File: src/sv/icmpr_pkg.sv
package icmpr_pkg;

   localparam int LANES = 8;
   localparam int BYTE_BITS = 8;
   localparam int WORD_BITS = 64;
   localparam int ADDR_BITS = 32;
   localparam int COUNT_BITS = 4;
   localparam int SUM_BITS = 24;
   localparam int PART_BITS = 16;
   localparam int SUM_ADD_BITS = 19;
   localparam int CKS_SKIP_BYTES = 4;

   localparam logic [7:0] TYPE_ECHO_REQUEST = 8'd8;
   localparam logic [7:0] TYPE_ECHO_REPLY = 8'd0;

   localparam logic KIND_DATA = 1'b0;
   localparam logic KIND_NOTICE = 1'b1;

   typedef struct packed {
      logic                 store;
      logic                 spill;
      logic [2:0]           slot;
      logic [BYTE_BITS-1:0] value;
      logic [PART_BITS-1:0] sum_part;
      logic                 first;
      logic                 beyond;
   } lane_out_type;

   typedef struct packed {
      logic [COUNT_BITS-1:0]   count;
      logic [SUM_ADD_BITS-1:0] sum_add;
      logic                    first_valid;
      logic [BYTE_BITS-1:0]    first_byte;
      logic                    beyond;
      logic                    word_done;
      logic [WORD_BITS-1:0]    write_word;
      logic [WORD_BITS-1:0]    pack_next;
   } merge_out_type;

   function automatic logic [PART_BITS-1:0] fold_checksum(input logic [SUM_BITS-1:0] s);
      logic [PART_BITS:0] a;
      logic [PART_BITS:0] b;
      a = {1'b0, s[PART_BITS-1:0]} + (PART_BITS+1)'(s[SUM_BITS-1:PART_BITS]);
      b = {1'b0, a[PART_BITS-1:0]} + (PART_BITS+1)'(a[PART_BITS]);
      return ~b[PART_BITS-1:0];
   endfunction

   function automatic logic [WORD_BITS-1:0] byte_mask(input logic [COUNT_BITS-1:0] nb);
      logic [WORD_BITS-1:0] m;
      m = '0;
      for (int j = 0; j < LANES; j++) begin
         if (COUNT_BITS'(j) < nb) begin
            m[WORD_BITS-1-BYTE_BITS*j -: BYTE_BITS] = '1;
         end
      end
      return m;
   endfunction

endpackage

File: src/sv/icmpr_merge.sv
module icmpr_merge import icmpr_pkg::*; (
   input  lane_out_type         lane_res [LANES],
   input  logic [WORD_BITS-1:0] pack_word,
   input  logic [2:0]           base_slot,
   output merge_out_type        merged
);

   logic [WORD_BITS-1:0]    cur_word;
   logic [WORD_BITS-1:0]    nxt_word;
   logic [COUNT_BITS-1:0]   cnt;
   logic [SUM_ADD_BITS-1:0] sum;
   logic                    first_valid;
   logic [BYTE_BITS-1:0]    first_byte;
   logic                    beyond;

   always_comb begin
      cur_word = pack_word;
      nxt_word = pack_word;
      cnt = '0;
      sum = '0;
      first_valid = 1'b0;
      first_byte = '0;
      beyond = 1'b0;
      for (int i = 0; i < LANES; i++) begin
         if (lane_res[i].store) begin
            cnt = cnt + 1'b1;
            sum = sum + SUM_ADD_BITS'(lane_res[i].sum_part);
            if (lane_res[i].spill) begin
               nxt_word[WORD_BITS-1-BYTE_BITS*lane_res[i].slot -: BYTE_BITS] = lane_res[i].value;
            end else begin
               cur_word[WORD_BITS-1-BYTE_BITS*lane_res[i].slot -: BYTE_BITS] = lane_res[i].value;
            end
         end
         if (lane_res[i].first) begin
            first_valid = 1'b1;
            first_byte = lane_res[i].value;
         end
         if (lane_res[i].beyond) begin
            beyond = 1'b1;
         end
      end
   end

   always_comb begin
      merged.count = cnt;
      merged.sum_add = sum;
      merged.first_valid = first_valid;
      merged.first_byte = first_byte;
      merged.beyond = beyond;
      merged.word_done = ({1'b0, base_slot} + cnt) >= 4'd8;
      merged.write_word = cur_word;
      merged.pack_next = merged.word_done ? nxt_word : cur_word;
   end

endmodule

File: config.mk
export PLATFORM = sky130hd
export DESIGN_NAME = icmpr_merge
export DESIGN_NICKNAME = d
export VERILOG_FILES = /design/src/sv/icmpr_pkg.sv /design/src/sv/icmpr_merge.sv
export SDC_FILE = /design/constraint.sdc
export NUM_CORES = 1
export LEC_CHECK = 0
export BUFFER_PORTS_ARGS = -buffer_cell sky130_fd_sc_hd__buf_4
export CAP_MARGIN = 20
export CORE_MARGIN = 10
export CORE_UTILIZATION = 58
export DETAILED_ROUTE_END_ITERATION = 10
export PLACE_DENSITY = 0.89
export SYNTH_ARGS = -nofsm -noshare
export SYNTH_HDL_FRONTEND = slang
export SYNTH_SLANG_ARGS = --single-unit
File: constraint.sdc
create_clock -name vclk -period 12.27
set_input_delay 0.6135 -clock vclk [all_inputs]
set_output_delay 0.6135 -clock vclk [all_outputs]
set_load 0.02 [all_outputs]
==> results by group <==
Outcome
  • Status: finished, final reports clean

Place
  • Routability Congestion: 1.13
  • Placed Area: 22500 µm²
  • DP Wirelength: 75000 µm
  • Port bufs: 477
  • Pre-CTS setup slack: 0.593 ns

STA
  • RSZ-0062 raised after global routing: false
  • Period utilization: 95.8%
  • Minimum clock period: 11.76 ns
  • # setup viols final: 0
  • Achievable Freq: 85.0 MHz
  • Setup TNS: 0 ns
  • Worst Tran Pin Value: 1.13 ns
  • Final hold violations: 0
  • Worst slew margin: 24.2%
  • Max Transition Viols Final: 0
  • Setup ws final: 0.510 ns

Worst hold path
  • Hold WC Path Type: input pin to output pin
  • Hold Path Sink: merged[129]
  • Hold depth: 4
  • Hold Path Origin: lane_res[31]

Critical path
  • Largest stage delay, worst path: 0.44 ns
  • CP most frequent cell: ha_1
  • Crit Path Class: input pin to output pin
  • Crit path required time: 11.66 ns
  • Startpoint Class: input pin
  • Crit Path Max Fanout: 26
  • Worst Path Arrival: 11.15 ns
  • Critical path endpoint category: output pin
  • Critical-path top delay cell: a2111oi_1

Synth
  • Mapped Cells: 3184
  • Top cell type's share of synthesized area: 13.4%
  • Largest area contributor in the netlist: a21oi_1
  • Area contributors post-synth: a21oi_1, a211oi_1, mux2i_1
  • Syn Nets: 3636
  • Distinct cells, synth: 77
  • Syn avg cell area: 6.10 µm²
  • Synth warnings: 0
  • Mapped cell area: 19400 µm²
  • Sequential element share of the synthesized area: 0%

Final layout
  • Area added between synthesis and finish: 16.2%
  • Fillers: 2893
  • Sequential cell area: 0 µm²
  • Finished Cell Area: 22600 µm²
  • # nets final: 3824
  • Sequential cells: 0
  • Clock buffers: 0
  • Share of cells above drive strength 1: 19.3%

Floorplan
  • Starting Density: 59.3%
  • Io pins: 477
  • Die height: 203 µm
  • Die footprint: 41200 µm²
  • Die W: 203 µm
  • Core area: 32800 µm²
  • Row cnt: 66

GRT
  • Vias in the first global route: 25100
  • First-pass GRT wire length: 145000 µm
  • Largest net degree at the start of global routing: 66
  • Grt ovf: 0
  • Antenna violations before repair: 12
  • Gr usage total: 44.1%

Detailed routing
  • Total iterations of the first detailed-routing run: 10
  • DRT iter0 DRCs: 3729
  • Vias per cell: 6.93
  • DR WL/cell: 25.9 µm
  • Final ANT Viol Nets: 0
  • DR vias: 26500
  • Total wire length: 98900 µm
  • Detailed-route DRC error count: 0

Run
  • Maxcap violations: 0

Power and ir drop
  • Max rail drop VDD: 0.414 mV
  • Leakage: 9.82 nW
  • Pwr Total: 3.89 mW
  • Pwr dens: 172 nW/µm²

CTS
  • Post-CTS Hold Fix Bufs: 0
-- layer usage --
metal	vias to the layer above	GRT usage, %	wire length (µm)
li1	12000	-	-
met5	-	0	51
met3	620	9.98	11600
met4	6	35.9	8990
met2	2037	72.1	44800
met1	11800	48.5	33400
-- metrics by stage --
step	cells	hold slack, ns	utilization [%]
2_1_floorplan	3184	1.42	-
3_3_place_gp	3810	1.51	68.7
3_5_place_dp	3811	1.52	68.7
4_1_cts	3811	1.52	68.7
5_1_grt	3817	1.53	68.8
6_report	3823	1.54	68.9
-- power by group --
| group | leakage (nW) | switching, mW | internal [mW] |
|---|---|---|---|
| clock network | 0.0000697 | 0 | 0.000000120 |
| logic | 9.82 | 2.20 | 1.69 |
| registers | 0 | 0 | 0 |
-- worst max path at each step --
stage	slack, ns	end	depth (start not counted)	start
5_1_grt	0.01	merged[157]	50	lane_res[247]
3_3_place_gp	1.04	merged[157]	47	lane_res[247]
6_report	0.51	merged[157]	50	lane_res[247]
4_1_cts	0.55	merged[157]	47	lane_res[247]
2_1_floorplan	1.46	merged[157]	48	lane_res[247]
3_5_place_dp	0.59	merged[157]	47	lane_res[247]
-- cell usage after synthesis, types with 41 or more instances --
| cell | count |
|---|---|
| nor2_1 | 550 |
| a21oi_1 | 520 |
| a211oi_1 | 333 |
| clkbuf_1 | 272 |
| nand2_1 | 260 |
| mux2i_1 | 207 |
| o21ai_0 | 179 |
| ha_1 | 130 |
| mux2_2 | 123 |
| xnor2_1 | 74 |
| inv_1 | 53 |
| nand3_1 | 41 |
-- critical path, delay by kind of cell --
kind,cells,cell delay (ns)
AOI/OAI and AO/OA,18,3.93
adders and majority gates,8,2.66
muxes,6,1.57
xor gates and xnor gates,7,0.92
and+or+nand+nor,8,0.89
buffers and inverters,3,0.56
-- cells by family after synthesis --
logic type / share of synthesized area [%]
AOI/OAI and AO/OA: 38.3
buffers and inverters: 7.09
muxes: 17.8
adders and majority gates: 9.20
xor gates and xnor gates: 5.18
and+or+nand+nor: 22.4
-- repair_timing --
item                                    in CTS  in global routing
buffers inserted                             0                  0
endpoints found under the setup margin       0                  1
gates resized for setup                      0                  9
endpoints found under the hold margin        0                  0
-- cell type report --
class / count / area (µm²) / area share [%]
Timing Repair Buffer: 493 / 3700 / 16.4
Inverter: 55 / 206 / 0.914
Multi-Input combinational cell: 2822 / 18100 / 80.1
Tap cell: 442 / 553 / 2.45
Antenna cell: 11 / 27.5 / 0.122
-- cell usage in the layout (no fill, tap or decap), types with 37 or more instances in the layout --
cell | synthesis | final
buf_4 | 2 | 493
mux2i_1 | 207 | 207
a21o_1 | 37 | 37
ha_1 | 130 | 130
nor2_1 | 550 | 550
a21oi_1 | 520 | 518
inv_1 | 53 | 53
o21ai_0 | 179 | 175
a211oi_1 | 333 | 333
nand3_1 | 41 | 41
xnor2_1 | 74 | 73
mux2_2 | 123 | 123
nand2_1 | 260 | 260
Note: power is estimated with default switching activity, not from simulation.
