**src/sv/icmpr_pkg.sv**
```systemverilog
package icmpr_pkg;

   localparam int LANES = 8;
   localparam int BYTE_BITS = 8;
   localparam int WORD_BITS = 64;
   localparam int ADDR_BITS = 32;
   localparam int COUNT_BITS = 4;
   localparam int SUM_BITS = 24;
   localparam int PART_BITS = 16;
   localparam int SUM_ADD_BITS = 19;
   localparam int CKS_SKIP_BYTES = 4;

   localparam logic [7:0] TYPE_ECHO_REQUEST = 8'd8;
   localparam logic [7:0] TYPE_ECHO_REPLY = 8'd0;

   localparam logic KIND_DATA = 1'b0;
   localparam logic KIND_NOTICE = 1'b1;

   typedef struct packed {
      logic                 store;
      logic                 spill;
      logic [2:0]           slot;
      logic [BYTE_BITS-1:0] value;
      logic [PART_BITS-1:0] sum_part;
      logic                 first;
      logic                 beyond;
   } lane_out_type;

   typedef struct packed {
      logic [COUNT_BITS-1:0]   count;
      logic [SUM_ADD_BITS-1:0] sum_add;
      logic                    first_valid;
      logic [BYTE_BITS-1:0]    first_byte;
      logic                    beyond;
      logic                    word_done;
      logic [WORD_BITS-1:0]    write_word;
      logic [WORD_BITS-1:0]    pack_next;
   } merge_out_type;

   function automatic logic [PART_BITS-1:0] fold_checksum(input logic [SUM_BITS-1:0] s);
      logic [PART_BITS:0] a;
      logic [PART_BITS:0] b;
      a = {1'b0, s[PART_BITS-1:0]} + (PART_BITS+1)'(s[SUM_BITS-1:PART_BITS]);
      b = {1'b0, a[PART_BITS-1:0]} + (PART_BITS+1)'(a[PART_BITS]);
      return ~b[PART_BITS-1:0];
   endfunction

   function automatic logic [WORD_BITS-1:0] byte_mask(input logic [COUNT_BITS-1:0] nb);
      logic [WORD_BITS-1:0] m;
      m = '0;
      for (int j = 0; j < LANES; j++) begin
         if (COUNT_BITS'(j) < nb) begin
            m[WORD_BITS-1-BYTE_BITS*j -: BYTE_BITS] = '1;
         end
      end
      return m;
   endfunction

endpackage

```
**src/sv/icmpr_lane.sv**
```systemverilog
module icmpr_lane import icmpr_pkg::*; #(
   parameter int MaxBytes = 512,
   parameter int PosWidth = 11,
   parameter int LaneIndex = 0
) (
   input  logic [BYTE_BITS-1:0]  data_byte,
   input  logic [COUNT_BITS-1:0] byte_count_eff,
   input  logic [PosWidth-1:0]   base_pos,
   input  logic                  overflow,
   output lane_out_type          lane_res
);

   logic [PosWidth-1:0] pos;
   logic [3:0]          slot_sum;
   logic                requested;
   logic                in_range;
   logic                store;

   assign pos = base_pos + PosWidth'(LaneIndex);
   assign slot_sum = {1'b0, base_pos[2:0]} + 4'(LaneIndex);
   assign requested = COUNT_BITS'(LaneIndex) < byte_count_eff;
   assign in_range = pos < PosWidth'(MaxBytes);
   assign store = !overflow && requested && in_range;

   always_comb begin
      lane_res.store = store;
      lane_res.spill = slot_sum[3];
      lane_res.slot = slot_sum[2:0];
      lane_res.value = data_byte;
      lane_res.first = store && (pos == '0);
      lane_res.beyond = requested && (overflow || !in_range);
      if (store && (pos >= PosWidth'(CKS_SKIP_BYTES))) begin
         lane_res.sum_part = pos[0] ? {8'h00, data_byte} : {data_byte, 8'h00};
      end else begin
         lane_res.sum_part = '0;
      end
   end

endmodule

```
**config.mk**
```make
export PLATFORM = sky130hd
export DESIGN_NAME = icmpr_lane
export DESIGN_NICKNAME = d
export VERILOG_FILES = /design/src/sv/icmpr_pkg.sv /design/src/sv/icmpr_lane.sv
export SDC_FILE = /design/constraint.sdc
export NUM_CORES = 1
export LEC_CHECK = 0
export BUFFER_PORTS_ARGS = -buffer_cell sky130_fd_sc_hd__buf_2
export CAP_MARGIN = 20
export CORE_AREA = 10 10 47 49
export DETAILED_ROUTE_END_ITERATION = 8
export DIE_AREA = 0 0 57 59
export PLACE_DENSITY = 0.77
export SYNTH_ARGS = -nofsm -noshare
export SYNTH_HDL_FRONTEND = slang
export SYNTH_SLANG_ARGS = --single-unit
```
**constraint.sdc**
```tcl
create_clock -name vclk -period 1
set_clock_uncertainty 0.15 [all_clocks]
set_input_delay 0.05 -clock vclk [all_inputs]
set_output_delay 0.05 -clock vclk [all_outputs]
set_load 0.01 [all_outputs]
```
==> qor.csv, run 1 <==
metric;value;unit
status;finished with violations;
failing checks;negative setup slack;
vias in the first global route;530;
GR Overflow Total;0;
Core Box Area;1400;µm²
register share of total power;0;%
overall global routing resource usage;8.24;%
combinational share of power;100.0;%
Switching Power;98.5;µW
first-pass GRT wire length;2430;µm
Yosys cell types;12;
maxcap violations;0;
Die ar.;3360;µm²
Netlist Area Pre-Place;305;µm²
Ports;55;
FP Rows;14;
PortBufs;54;
largest net degree at the start of global routing;10;
Fill cells;144;
initial antenna violation count;0;
switch share;48.8;%
GP Congestion;0.639;
CP arrival;1090;ps
yosys warns;0;
area delta synth->final;103;%
dpl ws;-352;ps
fin crit period;1290;ps
setup_tns;-4730;ps
Seq Cell Count;0;
Synthesized Nets;67;
Final setup viols;18;
Avg WL per Cell;15.5;µm
Via Count;474;
Crit Path Max Fanout;3;
WP data required;800;ps
quantity of hold-fixing buffers added after cts;0;
chip height;59;µm
Syn Inst Count;43;
Setup crit end kind;output pin;
fin crit share;129;%
starting density of the core;21.8;%
CLK BUF;0;
Internal;104;µW
FMAX;773;MHz
sequential area share after synthesis;0;%
final hold viol count;0;
power share of the clock group;0;%
average size of a mapped cell;7.10;µm²
Pre-Repair DR Iteration Count;4;
WS Path Type;in2out;
RSZ-0062 raised after global routing;true;
DRT iter0 DRCs;4;
drt drc;0;
P_leak;0.410;nW
Chip Width;57;µm
Cell Pwr Density;326;nW/µm²
area of the multi-input gates;243;µm²
vias per cell;4.47;
register area;0;µm²
maximum vdd drop;128;µV
Critical Path Start Type;primary input;
Worst Hold Class;in2out;
final antenna-violating net count;0;
Net count, final;116;
final wirelength;1640;µm
layout cell share with drive strength beyond 1;75.6;%
worst setup margin;-293;ps
n_diodes;0;
fin. max-slew vios;0;
## layer usage
layer	share of wire [%]	vias to the layer above	global-route usage, %
li1	-	236	-
met1	33	201	7.90
met2	51	35	16.0
met3	15	2	3.86
met4	1.4	0	1.01
met5	0	-	0
## cells by family (layout without fill, tap and decap cells)
family | count (synthesis) | in the layout | share of synthesized area (%)
AND/OR/NAND/NOR | 27 | 27 | 57.8
buffers and inverters | 14 | 60 | 35.7
other | 1 | 1 | 1.23
AO/OA/AOI/OAI | 1 | 2 | 5.33
## worst max-delay path, stage by stage
cell     delay (ps)
buf_6            90
or3_4           420
buf_6           140
nor4b_2         230
buf_2           170
## stage by stage
step	power [mW]	hold WS, ps	utilization (%)	cell area [µm²]	std cells
finish	0.202	160	44.2	619	106
global route	0.220	174	44.2	619	106
floorplan	0.0970	-15.9	-	312	43
CTS	0.189	163	41.3	578	105
global placement	0.162	154	37.3	523	103
detailed placement	0.167	161	37.3	523	103
## path summary, 6_finish.rpt
| path | startpoint | endpoint | cells after the start |
|---|---|---|---|
| worst max-delay path | base_pos[9] | lane_res[1] | 5 |
| worst min-delay path | data_byte[4] | lane_res[22] | 2 |
## power groups by stage
| stage | sequential, mW | combinational [mW] | clock, mW |
|---|---|---|---|
| 2_1_floorplan | 0 | 0.0970 | 0 |
| 3_3_place_gp | 0 | 0.162 | 0 |
| 3_5_place_dp | 0 | 0.167 | 0 |
| 4_1_cts | 0 | 0.189 | 0 |
| 5_1_grt | 0 | 0.220 | 0 |
| 6_report | 0 | 0.202 | 0 |
## synth_stat cells
cell	instances	share of area (%)
nor4_2	2	8.2
or3_4	1	3.7
conb_1	1	1.2
nor4b_1	1	2.9
a21oi_4	1	5.3
nor2b_1	1	2.1
nand2_1	1	1.2
and3_1	16	33
nor3_1	2	3.3
buf_6	1	3.7
nor2_1	3	3.7
buf_4	13	32
## layout make-up
cell class / instances / area share, %
timing repair buffer: 60 / 57.6
multi-input combinational: 30 / 39.2
tap: 16 / 3.23
## cell usage in the layout, fill, tap and decap left out
| master | instances |
|---|---|
| buf_6 | 7 |
| a21oi_4 | 2 |
| nor3_1 | 2 |
| and3_1 | 16 |
| nor2b_1 | 1 |
| nor2_4 | 2 |
| nor4_4 | 1 |
| or3_4 | 1 |
| conb_1 | 1 |
| nor4_2 | 1 |
| nor4b_2 | 1 |
| buf_2 | 48 |
| nand2_1 | 1 |
| nor2_1 | 1 |
| buf_4 | 5 |
## what timing repair did
item | CTS | global route
resized for setup | 6 | 7
gates cloned | 1 | 0
buffers inserted | 1 | 1
endpoints found under the setup margin | 19 | 19
pin swaps | 18 | 6
Note: power is estimated with default switching activity, not from simulation.
==> inputs of run 2 (changes only) <==
- ABC_AREA: unset -> 1
- PLACE_DENSITY: 0.77 -> 0.81
==> run 2 against run 1 <==
The run still ends with negative setup slack left. Power shrank 0.50%. Combinational power hardly changed. Routed wire length shrank 3.3%. Die area is the same. Critical endpoint is now lane_res[11].
==> qor.csv, run 2 <==
metric;value;unit;change
first-pass GRT wire length;2460;µm;was 2430 µm
vias in the first global route;562;;was 530
Cell Pwr Density;331;nW/µm²;was 326 nW/µm²
Worst Hold Path EP;lane_res[28];;was lane_res[22]
chip height;59;µm;unchanged
P_leak;0.359;nW;was 0.410 nW
DRT iter0 DRCs;10;;was 4
n_diodes;0;;unchanged
initial antenna violation count;0;;unchanged
final hold viol count;0;;unchanged
failing checks;negative setup slack;;unchanged
final instance count without filler cells;127;;was 106
fin area;608;µm²;was 619 µm²
hold depth;2;;unchanged
drt drc;0;;unchanged
Worst Hold Class;in2out;;unchanged
largest net degree at the start of global routing;10;;unchanged
FP Rows;14;;unchanged
Via Count;555;;was 474
status;finished with violations;;unchanged
overall power;201;µW;was 202 µW
quantity of hold-fixing buffers added after cts;0;;unchanged
Pre-Repair DR Iteration Count;5;;was 4
Most Used Layer, Global Route;met2;;unchanged
commonest cells after routing, fill and taps aside;51 x buf_2, 20 x nand2_1, 13 x nor2_1;;was 48 x buf_2, 16 x and3_1, 7 x buf_6
Hold Crit Start;base_pos[2];;was data_byte[4]
crit-path cells;buf_6 -> nor2_4 -> nand2_2 -> a21oi_4 -> nand2_4 -> nor2_1 -> buf_2;;was buf_6 -> or3_4 -> buf_6 -> nor4b_2 -> buf_2
placed cells;125;;was 103
CP max stage cell;a21oi_4;;was or3_4
Synthesized Nets;93;;was 67
register area;0;µm²;unchanged
final antenna-violating net count;0;;unchanged
post-synth top area share;28.2;%;was 32.8%
setup_tns;-1430;ps;was -4730 ps
Post-DP Area;531;µm²;was 523 µm²
PortBufs;54;;unchanged
WP data required;800;ps;about the same
Fill cells;169;;was 144
Ports;55;;unchanged
global-route met1 utilization;8.01;%;was 7.90%
commonest non-fill, non-tap cell in the layout;buf_2;;unchanged
top cells by area, synth;buf_4 28%, nor2_1 24%, nand2_1 23%;;was and3_1 33%, buf_4 32%, nor4_2 8.2%
overall global routing resource usage;8.19;%;was 8.24%
Seq Cell Count;0;;unchanged
switch share;55.2;%;was 48.8%
Internal;90.1;µW;was 104 µW
Die ar.;3360;µm²;unchanged
WS Path Type;in2out;;unchanged
starting density of the core;24.7;%;was 21.8%
worst setup margin;-110;ps;was -293 ps
CLK BUF;0;;unchanged
GRT met2 Usage;17.1;%;was 16.0%
fin crit share;111;%;was 129%
sequential area share after synthesis;0;%;unchanged
Netlist Area Pre-Place;347;µm²;was 305 µm²
Avg WL per Cell;12.5;µm;was 15.5 µm
vias per cell;4.37;;was 4.47
Syn Inst Count;69;;was 43
layout cell share with drive strength beyond 1;64.9;%;was 75.6%
final wirelength;1590;µm;was 1640 µm
Core Box Area;1400;µm²;unchanged
fin. max-slew vios;0;;unchanged
Yosys cell types;14;;was 12
Critical path buffers and inverters;2;;was 3
DP HPWL;1340;µm;
Critical Path Start Type;primary input;;unchanged
power share of the clock group;0;%;about the same
Synth top cells by count;22 x nor2_1, 21 x nand2_1, 13 x buf_4;;was 16 x and3_1, 13 x buf_4, 3 x nor2_1
FMAX;901;MHz;was 773 MHz
top cell type by total area after synthesis;buf_4;;was and3_1
CP delay by family, top;simple AND/OR/NAND/NOR gates;;unchanged
Global Route met3 Usage;2.36;%;was 3.86%
yosys warns;0;;unchanged
average size of a mapped cell;5.02;µm²;was 7.10 µm²
Final setup viols;17;;was 18
GR Overflow Total;0;;unchanged
Net count, final;137;;was 116
Setup crit end kind;output pin;;unchanged
Crit Path Max Fanout;8;;was 3
GP Congestion;0.658;;was 0.639
CP arrival;910;ps;was 1090 ps
maxcap violations;0;;unchanged
Switching Power;111;µW;was 98.5 µW
maximum vdd drop;110;µV;was 128 µV
fin crit period;1110;ps;was 1290 ps
register share of total power;0;%;about the same
CP max stage delay;210;ps;was 420 ps
RSZ-0062 raised after global routing;true;;unchanged
top-count cell post-synth;nor2_1;;was and3_1
Chip Width;57;µm;unchanged
combinational share of power;100.0;%;about the same
area delta synth->final;75.5;%;was 103%
[run 2: cell types whose count changed in the layout (fill, tap and decap cells not counted), moves of 3 or more]
cell / change
inv_1: +3
and3_1: -16
buf_6: -4
nor2_1: +12
nand2_1: +19
nor2_2: +8
buf_4: -3
buf_2: +3
[run 2: final cells by class]
| type | count | area, µm² | share of cell area [%] |
|---|---|---|---|
| tap | 16 | 20.0 | 3.29 |
| timing repair buffer | 56 | 304 | 50.0 |
| inverter | 4 | 15.0 | 2.47 |
| multi-input combinational | 51 | 269 | 44.2 |
[run 2: logic make-up after synthesis]
logic type | Yosys count | share of synthesized area [%]
AO/OA/AOI/OAI | 1 | 4.69
buffers and inverters | 19 | 37.2
other | 1 | 1.08
AND/OR/NAND/NOR | 48 | 57.0
[run 2: repair_timing]
| item | in CTS | in global routing |
|---|---|---|
| setup endpoints to repair | 17 | 17 |
| resized for setup | 7 | 10 |
| pin swaps | 1 | 5 |
| setup buffers | 0 | 1 |
| cloned | 1 | 0 |
[run 2: power by group through the flow]
| stage | logic, mW | registers [mW] | clock network, mW |
|---|---|---|---|
| floorplan | 0.118 | 0 | 0 |
| global placement | 0.175 | 0 | 0 |
| detailed placement | 0.179 | 0 | 0 |
| CTS | 0.192 | 0 | 0 |
| global route | 0.224 | 0 | 0 |
| finish | 0.201 | 0 | 0 |
[run 2: per-stage QoR]
step | hold WS (ps) | utilization [%] | worst slack (ps)
2_1_floorplan | 41.8 | - | 27.7
3_3_place_gp | 154 | 37.9 | -106
3_5_place_dp | 155 | 37.9 | -131
4_1_cts | 155 | 40.4 | -114
5_1_grt | 160 | 43.4 | -174
6_report | 152 | 43.4 | -110
[run 2: metal layers]
metal / vias to the layer above / share of wire, %
met2: 30 / 56
met3: 0 / 8.4
met1: 249 / 35
met5: - / 0
met4: 0 / 0
li1: 276 / -
[run 2: worst max-delay path by stage]
stage | startpoint | cells past startpoint | endpoint
floorplan | base_pos[10] | 6 | lane_res[10]
global placement | base_pos[10] | 8 | lane_res[12]
detailed placement | base_pos[10] | 8 | lane_res[6]
CTS | base_pos[10] | 7 | lane_res[3]
global route | base_pos[10] | 7 | lane_res[3]
finish | base_pos[10] | 7 | lane_res[11]
==> inputs of run 3 (changes only) <==
- PLACE_DENSITY: 0.81 -> 0.78
- TNS_END_PERCENT: unset -> 20
==> run 3 against run 2 <==
The run still ends with negative setup slack left. Cell area decreased by 0.21%. Cell count increased by 2.4%. Utilization decreased by 0.089 points. Largest cell class unchanged. Highest routed layer unchanged.
==> qor.csv, run 3 (same netlist as run 2, synthesis figures left out) <==
metric;value;unit;change
starting density of the core;24.7;%;unchanged
chip height;59;µm;unchanged
final antenna-violating net count;0;;unchanged
layout cell share with drive strength beyond 1;61.4;%;was 64.9%
WP data required;800;ps;about the same
commonest non-fill, non-tap cell in the layout;buf_2;;unchanged
CP max stage cell;a21oi_4;;unchanged
initial antenna violation count;0;;unchanged
fin. max-slew vios;0;;unchanged
failing checks;negative setup slack;;unchanged
PortBufs;54;;unchanged
final hold viol count;0;;unchanged
fin crit share;111;%;about the same
worst setup margin;-108;ps;was -110 ps
Chip Width;57;µm;unchanged
Avg WL per Cell;11.8;µm;was 12.5 µm
drt drc;0;;unchanged
placed cells;127;;was 125
register area;0;µm²;unchanged
Cell Pwr Density;331;nW/µm²;about the same
Pre-Repair DR Iteration Count;4;;was 5
FMAX;903;MHz;was 901 MHz
Setup crit end kind;output pin;;unchanged
fin crit period;1110;ps;about the same
commonest cells after routing, fill and taps aside;52 x buf_2, 20 x nand2_1, 18 x nor2_1;;was 51 x buf_2, 20 x nand2_1, 13 x nor2_1
P_leak;0.373;nW;was 0.359 nW
quantity of hold-fixing buffers added after cts;0;;unchanged
largest net degree at the start of global routing;10;;unchanged
fin area;607;µm²;was 608 µm²
GR Overflow Total;0;;unchanged
first-pass GRT wire length;2350;µm;was 2460 µm
status;finished with violations;;unchanged
CP arrival;910;ps;about the same
DP HPWL;1320;µm;was 1340 µm
crit-path cells;buf_6 -> nor2_4 -> nand2_2 -> a21oi_4 -> nand2_4 -> nor2_1 -> buf_2;;unchanged
CLK BUF;0;;unchanged
vias per cell;4.16;;was 4.37
Core Box Area;1400;µm²;unchanged
Net count, final;140;;was 137
Critical Path Start Type;primary input;;unchanged
CP max stage delay;220;ps;was 210 ps
Fill cells;168;;was 169
area delta synth->final;75.1;%;was 75.5%
Die ar.;3360;µm²;unchanged
Seq Cell Count;0;;unchanged
RSZ-0062 raised after global routing;true;;unchanged
Post-DP Area;546;µm²;was 531 µm²
Final setup viols;18;;was 17
final wirelength;1530;µm;was 1590 µm
vias in the first global route;546;;was 562
Crit Path Max Fanout;8;;unchanged
final instance count without filler cells;130;;was 127
Via Count;541;;was 555
overall power;201;µW;about the same
WS Path Type;in2out;;unchanged
n_diodes;0;;unchanged
DRT iter0 DRCs;5;;was 10
maximum vdd drop;100;µV;was 110 µV
Fin Hold WS;152;ps;about the same
GP Congestion;0.643;;was 0.658
maxcap violations;0;;unchanged
FP Rows;14;;unchanged
overall global routing resource usage;7.79;%;was 8.19%
Worst Hold Class;in2out;;unchanged
Ports;55;;unchanged
-- run 3: cell count changes in the layout (fill, tap and decap cells not counted), sizes merged --
cell	before	now
buf	56	59
-- run 3: worst max-delay path: cells and delay by family --
family,cells,cell delay [ps]
simple gates,4,410
compound gates,1,220
buf+inv,2,230
-- run 3: final timing paths --
check | endpoint | startpoint | cells after the start | slack (ps)
setup / recovery | lane_res[8] | base_pos[9] | 7 | -110
hold / removal | lane_res[28] | base_pos[2] | 2 | 150
-- run 3: power breakdown --
group	total, mW	internal, mW	switching, mW	leakage (nW)
clock network	0	0	0	0
logic	0.201	0.0935	0.107	0.373
registers	0	0	0	0
-- run 3: final cells by class --
| type | instances | area, µm² | share of cell area [%] |
|---|---|---|---|
| Tap cell | 16 | 20.0 | 3.30 |
| Multi-Input combinational cell | 51 | 251 | 41.4 |
| Inverter | 4 | 15.0 | 2.47 |
| Timing Repair Buffer | 59 | 320 | 52.8 |
-- run 3: layer usage --
layer	part of all wire, %	vias to the layer above	global-route usage (%)
li1	-	281	-
met1	38	235	7.87
met2	54	25	16.0
met3	7.3	0	1.93
met4	0	0	0.671
met5	0	-	0
-- run 3: repair_timing --
| item | 4_1_cts | 5_1_grt |
|---|---|---|
| setup endpoints to repair | 17 | 18 |
| setup buffers | 1 | 1 |
| gates cloned | 1 | 0 |
| pin swaps | 6 | 2 |
| resized for setup | 8 | 2 |
-- run 3: per-stage QoR --
step	TNS (ps)	setup WS (ps)	utilization, %
2_1_floorplan	0	27.7	-
3_3_place_gp	-1740	-108	38.9
3_5_place_dp	-2200	-144	38.9
4_1_cts	-1690	-129	42.4
5_1_grt	-2750	-175	43.3
6_report	-1410	-108	43.3
